`src/design/spc_cell.sv`:
```
// ----------------------------------------------------------------------------
// spc_cell - one vertex slot of the rotating vertex ring
// Loads a vertex on a write transfer, otherwise takes its neighbor's vertex
// when the ring rotates.
// ----------------------------------------------------------------------------
module spc_cell #(
	parameter int COORD_W = 17
) (
	input  logic               clk,
	input  logic               load_en,
	input  logic               shift_en,
	input  logic [COORD_W-1:0] load_x,
	input  logic [COORD_W-1:0] load_y,
	input  logic [COORD_W-1:0] shift_x,
	input  logic [COORD_W-1:0] shift_y,
	output logic [COORD_W-1:0] x,
	output logic [COORD_W-1:0] y
);

	logic [COORD_W-1:0] x_q;
	logic [COORD_W-1:0] y_q;

	// vertex register: write has priority, never coincides with rotation
	always_ff @(posedge clk) begin
		if (load_en) begin
			x_q <= load_x;
			y_q <= load_y;
		end else if (shift_en) begin
			x_q <= shift_x;
			y_q <= shift_y;
		end
	end

	assign x = x_q;
	assign y = y_q;

endmodule

```
`config.mk`:
```
export PLATFORM = sky130hd
export DESIGN_NAME = spc_cell
export DESIGN_NICKNAME = d
export VERILOG_FILES = /design/src/design/spc_cell.sv
export SDC_FILE = /design/constraint.sdc
export NUM_CORES = 1
export LEC_CHECK = 0
export ABC_CLOCK_PERIOD_IN_PS = 3300
export BUFFER_PORTS_ARGS = -buffer_cell sky130_fd_sc_hd__buf_2
export CAP_MARGIN = 20
export CORE_MARGIN = 1.5
export CORE_UTILIZATION = 45
export CTS_CLUSTER_DIAMETER = 200
export DETAILED_ROUTE_END_ITERATION = 10
export PLACE_DENSITY = 0.85
export RECOVER_POWER = 25
export SETUP_SLACK_MARGIN = 0.15
export SKIP_CTS_REPAIR_TIMING = 1
export SYNTH_ARGS = -nofsm -noshare
export SYNTH_HDL_FRONTEND = slang
export SYNTH_SLANG_ARGS = --single-unit
```
`constraint.sdc`:
```
create_clock -name clk -period 3.3 [get_ports clk]
set_input_delay 0.33 -clock clk [delete_from_list [all_inputs] [get_ports clk]]
set_output_delay 0.33 -clock clk [all_outputs]
set_load 0.01 [all_outputs]
```
* Word-level counts from Yosys, hierarchy flattened *
Index checks and enable logic that the tools add are counted.

word-level totals
  register bits after elaboration = 34
  bits of input ports = 71

operators by class
  muxes and demuxes = 4
  reductions and logical operators = 1

operators with widths
  kind                count
  17-bit 2-to-1 mux   4
  2-bit nonzero test  1

* Depth between registers and ports, before layout *
Gate-level depths: netlist of the first run.

  depth after elaboration = 2
  gate-level depth with buffers = 3
  gate-level depth less buffers = 1

* Worst setup path after synthesis of the first run *
No wires, ideal clock.

  path type = input -> register
  start = in load_en
  end = reg x_q[0], in the netlist x[0], enable pin
  setup time = 393 ps
  arrival time = 1407 ps
  data required time = 2907 ps
  slack = 1500 ps
  cell stages on the path = 3
  cells stage by stage = buf_6 > buf_12 > or2_1

between the ends
  word-level cells in the longest chain between the ends = 1

RTL lines
  what                          RTL line  text
  start: declaration            10        input logic load_en,
  2-bit nonzero test (no line)  -
  end signal: assignment        26        x_q <= load_x;
  end signal: assignment        29        x_q <= shift_x;
  end: declaration              20        logic [COORD_W-1:0] x_q;

Every way passes these cells.
A chain may end at the register's enable or synchronous reset.

* Worst setup path in the final report of the first run *
  start = in load_en
  end = reg x_q[15], in the netlist x[15], data pin

between the ends
  word-level cells in the longest chain between the ends = 1

RTL lines
  what               RTL line  text
  17-bit 2-to-1 mux  25        if (load_en) begin

Every way passes these cells.

==> results_dict.tcl, run 1 <==
set metrics [dict create \
    status "finished clean" \
    busiest_layer "met2" \
    crit_path_end_kind "flip-flop" \
    routed_via_density 4.66 \
    critPathLaunchType "primary input" \
    finalMaxSlewViolations 0 \
    fmax_mhz 547 \
    gr-usage-met3_pct 6.85 \
    grt_pass1_wl_um 4870 \
    path_clk_slew_ns 0.10 \
    drt_wl_total_um 3230 \
    insertedDiodeCount 0 \
    hold_viol_final 0 \
    use_met2_pct 30.8 \
    syn2layout_area_growth_pct 31.6 \
    cp_max_fo 20 \
    drt-initial-drc-count 34 \
    synth_edf_count 34 \
    grt_pass1_vias 1126 \
    initial_utilization_pct 47.3 \
    ioPinCount 105 \
    p_clk_share_pct 23.8 \
    power_frac_seq_pct 58.1 \
    h-tree-depth 2 \
    worstPathArrival_ns 1.92 \
    design.die.area_um2 3900 \
    drive_gt1_share_pct 66.7 \
    postRouteAntennaNets 0 \
    vias 1067 \
    multi_input_area_um2 434 \
    dieHeight_um 62.4 \
    min_path_type "in -> reg" \
    fp.dieW_um 62.4 \
    rsz0062_at_grt "false" \
    syn_area_um2 1590 \
    place_congestion 0.718 \
    setup_viol 0 \
    peakVddDrop_v 0.000292 \
    cts-root-buf "clkbuf_4" \
    critical_path_required_ns 3.39 \
    clkSinkCount 34 \
    synth.ff_latch_count 34 \
    critPathKind "in -> reg" \
    cellPowerDensity_nw_per_um2 444 \
    dr.pass1.iters 2 \
    use_met1_pct 14.9 \
    cts_buffer_depth 2 \
    tns_ns 0 \
    synth_top_cell_by_area "edfxtp_1" \
    overflow 0 \
    tightest_slew_ns 1.07 \
    routedWlPerCell_um 14.1 \
    ys_warn_count 0 \
    finalPower_mw 0.929 \
    grt_antenna_before_repair 0 \
    netlist_instances 73 \
    port_buffers 104 \
    syn_avg_cell_area_um2 21.8 \
    synth-seq-area-share_pct 64.2 \
    synth.area.top_cells "edfxtp_1 (64%), mux2_4 (27%), buf_12 (3.8%)" \
    drc_errors 0 \
    rows 21 \
    nets 253 \
    grt_max_degree 35 \
    synth_nets 144 \
    timing.final.crit_period_ns 1.83 \
    synthMostInstantiatedCell "edfxtp_1" \
    netlist.area_leader.share_pct 64.2 \
    async_flop_share_pct 0 \
    leakagePower_nw 0.960 \
    final-seq-area_um2 1020 \
    internal-power_mw 0.698 \
    switching_share_pct 24.9 \
    drv_cap 0 \
    cts_buffers 5 \
    num-fill-cells 299 \
    netSwitchingPower_mw 0.231 \
    cts_tree "built" \
    relSlewSlack_pct 28.7 \
    grt_usage_pct 16.7 \
    comb_power_share_pct 18.0 \
    synth_cell_types 6 \
    core-area_um2 3360 \
    synth_common_cells "edfxtp_1 (34), mux2_4 (29), mux2_2 (5)" \
    post-route-period-util_pct 55.4 \
    synth_top_flop_cell "edfxtp_1" \
]
==> registers in the layout, indices dropped and copies added, names as in the netlist <==
register	cells
y	17
x	17
==> power by group through the flow <==
| stage | registers, mW | clock network, mW | logic (mW) |
|---|---|---|---|
| 2_1_floorplan | 0.579 | 0 | 0.0746 |
| 3_5_place_dp | 0.550 | 0 | 0.189 |
| 3_3_place_gp | 0.549 | 0 | 0.183 |
| 6_report | 0.540 | 0.221 | 0.168 |
| 4_1_cts | 0.541 | 0.226 | 0.189 |
| 5_1_grt | 0.545 | 0.245 | 0.180 |
==> placed cells by master, fill, tap and decap left out, drive strengths merged <==
master    count
buf          98
edfxtp       34
mux2         34
clkbuf       13
clkinv        2
or2           1
clkinvlp      1
==> per-stage QoR <==
stage / cell area, µm² / setup WS [ns] / util (%) / hold WS, ns / instances
6_report: 2090 / 1.47 / 62.2 / 0.279 / 229
5_1_grt: 2090 / 1.38 / 62.2 / 0.253 / 229
4_1_cts: 2170 / 1.81 / 64.4 / 0.278 / 229
3_5_place_dp: 2110 / 1.44 / 62.8 / 0.634 / 221
3_3_place_gp: 2110 / 1.51 / 62.8 / 0.630 / 221
2_1_floorplan: 1590 / 1.50 / - / 0.547 / 73
==> routing by layer <==
layer	routed length (µm)	vias to the layer above
met1	1120	486
met5	0	-
met4	79	0
met3	325	9
met2	1710	67
li1	-	505
==> worst max-delay path, stage by stage <==
cell	delay, ns
clkbuf_1	0.77
buf_4	0.43
mux2_2	0.38
==> final timing paths <==
check             cells after the start       start  slack [ns]  endpoint
hold / removal                        2  shift_y[4]        0.28      y[4]
setup / recovery                      3     load_en        1.47     x[15]
==> cell type report <==
cell class	count	area share (%)
Clock buffer	5	1.79
Timing Repair Buffer	106	25.1
Tap cell	46	2.75
Sequential cell	34	48.8
Multi-Input combinational cell	35	20.8
Clock inverter	3	0.778
==> kinds of logic after synthesis <==
logic type	Yosys count	synth area share (%)
buffers and inverters	4	4.48
DFF	34	64.2
muxes	34	30.9
and+or+nand+nor	1	0.394
Power figures use the tool's default switching activity.
==> inputs of run 2 (changes only) <==
Settings changed: ABC_CLOCK_PERIOD_IN_PS 3300 to 1760, CORE_UTILIZATION 45 to 41, PLACE_DENSITY 0.85 to 0.79.
Clock period 3.3 ns to 1.76 ns, I/O delays scaled along.
==> run 2 against run 1 <==
Against the previous run: first-iteration DRC count shrank 56%; sequential power up 87%; final cell count grew 0.44%; sequential cell count stayed put; design area up 0.84%; wire length fell by 1.3%; combinational power up 85%; clock power is 130% higher; non-clock buffer count fell by 1; die area rose by 9.3%; critical path type unchanged; critical endpoint is now x[13]; highest routed layer unchanged.
==> results_dict.tcl, run 2 (synthesis gave the netlist of run 1 again) <==
set metrics [dict create \
    routed_via_density 4.50 \
    cts_buffer_depth 2 \
    design.die.area_um2 4260 \
    hpwlAfterDp_um 2360 \
    cellPowerDensity_nw_per_um2 874 \
    cp.buffers_inverters 1 \
    worstPathArrival_ns 0.93 \
    crit_path_end_kind "flip-flop" \
    wl_met3_um 299 \
    drt_wl_total_um 3190 \
    fmax_mhz 970 \
    routedWlPerCell_um 13.9 \
    drive_gt1_share_pct 66.5 \
    final_cell_mix "buf_2 (104), edfxtp_1 (34), mux2_1 (24)" \
    h-tree-depth 2 \
    tns_ns 0 \
    grt_pass1_wl_um 4560 \
    critPathLaunchType "primary input" \
    hold_viol_final 0 \
    timing.final.crit_period_ns 1.03 \
    m1WireLength_um 1240 \
    relSlewSlack_pct 48.3 \
    top_layer_used "met4" \
    switching_share_pct 22.8 \
    critPathSlowestCell "or2_2" \
    mostFrequentLayoutCell "buf_2" \
    drv_cap 0 \
    cpPeakStageDelay_ns 0.63 \
    final-seq-area_um2 1020 \
    overflow 0 \
    fp.dieW_um 65.3 \
    crit_chain "buf_2 > or2_2" \
    tightest_slew_ns 0.775 \
    critical_path_required_ns 1.66 \
    ioPinCount 105 \
    nets 252 \
    clkSinkCount 34 \
    peakVddDrop_v 0.000464 \
    dr.pass1.iters 4 \
    syn2layout_area_growth_pct 32.7 \
    finalMaxSlewViolations 0 \
    postRouteAntennaNets 0 \
    hold_slack_ns 0.184 \
    cp_max_fo 34 \
    grt_usage_pct 14.8 \
    grt_antenna_before_repair 0 \
    rsz0062_at_grt "false" \
    post-route-period-util_pct 58.6 \
    cts_buffers 5 \
    power_frac_seq_pct 55.0 \
    internal-power_mw 1.42 \
    netSwitchingPower_mw 0.421 \
    port_buffers 104 \
    comb_power_share_pct 16.9 \
    p_clk_share_pct 28.1 \
    min_path_type "in -> reg" \
    leakagePower_nw 0.965 \
    drt-initial-drc-count 15 \
    place_congestion 0.716 \
    path_clk_slew_ns 0.06 \
    vias 1036 \
    drc_errors 0 \
    dieHeight_um 65.3 \
    cp_top_family "simple AND/OR/NAND/NOR gates" \
    critPathKind "in -> reg" \
    num-fill-cells 335 \
    cts-root-buf "clkbuf_8" \
    cts_tree "built" \
    rows 22 \
    dr_wl_met2_um 1600 \
    multi_input_area_um2 408 \
    grt_max_degree 35 \
    status "finished clean" \
    grt_pass1_vias 1095 \
    insertedDiodeCount 0 \
    setup_viol 0 \
    core-area_um2 3690 \
    initial_utilization_pct 43.1 \
]
-- run 2: cell type report --
class | instances | area share (%)
multi-input combinational | 35 | 19.3
timing repair buffer | 105 | 25.6
sequential | 34 | 48.4
clock inverter | 3 | 0.534
tap | 48 | 2.85
clock buffer | 5 | 3.26
-- run 2: worst paths after layout --
kind,end,cells after the start,from
min,x[1],2,shift_x[1]
max,x[13],2,load_en
-- run 2: through the flow --
stage | power, mW | setup slack [ns] | area [µm²] | util (%) | instances
after CTS | 1.91 | 0.718 | 2200 | 59.6 | 230
after floorplan | 1.23 | 0.442 | 1590 | - | 73
after global routing | 1.92 | 0.662 | 2110 | 57.2 | 230
final | 1.84 | 0.729 | 2110 | 57.2 | 230
after detailed placement | 1.39 | 0.424 | 2120 | 57.5 | 222
after global placement | 1.38 | 0.477 | 2120 | 57.5 | 222
-- run 2: per-layer routing --
| metal | vias up | track usage [%] |
|---|---|---|
| li1 | 499 | - |
| met2 | 63 | 26.3 |
| met1 | 470 | 15.2 |
| met5 | - | 0 |
| met4 | 0 | 9.38 |
| met3 | 4 | 4.11 |
-- run 2: power groups by stage --
stage               combinational (mW)  clock, mW  sequential, mW
floorplan                        0.140          0            1.08
global placement                 0.346          0            1.03
detailed placement               0.356          0            1.03
CTS                              0.357      0.534            1.02
global route                     0.335      0.562            1.02
finish                           0.311      0.518            1.01
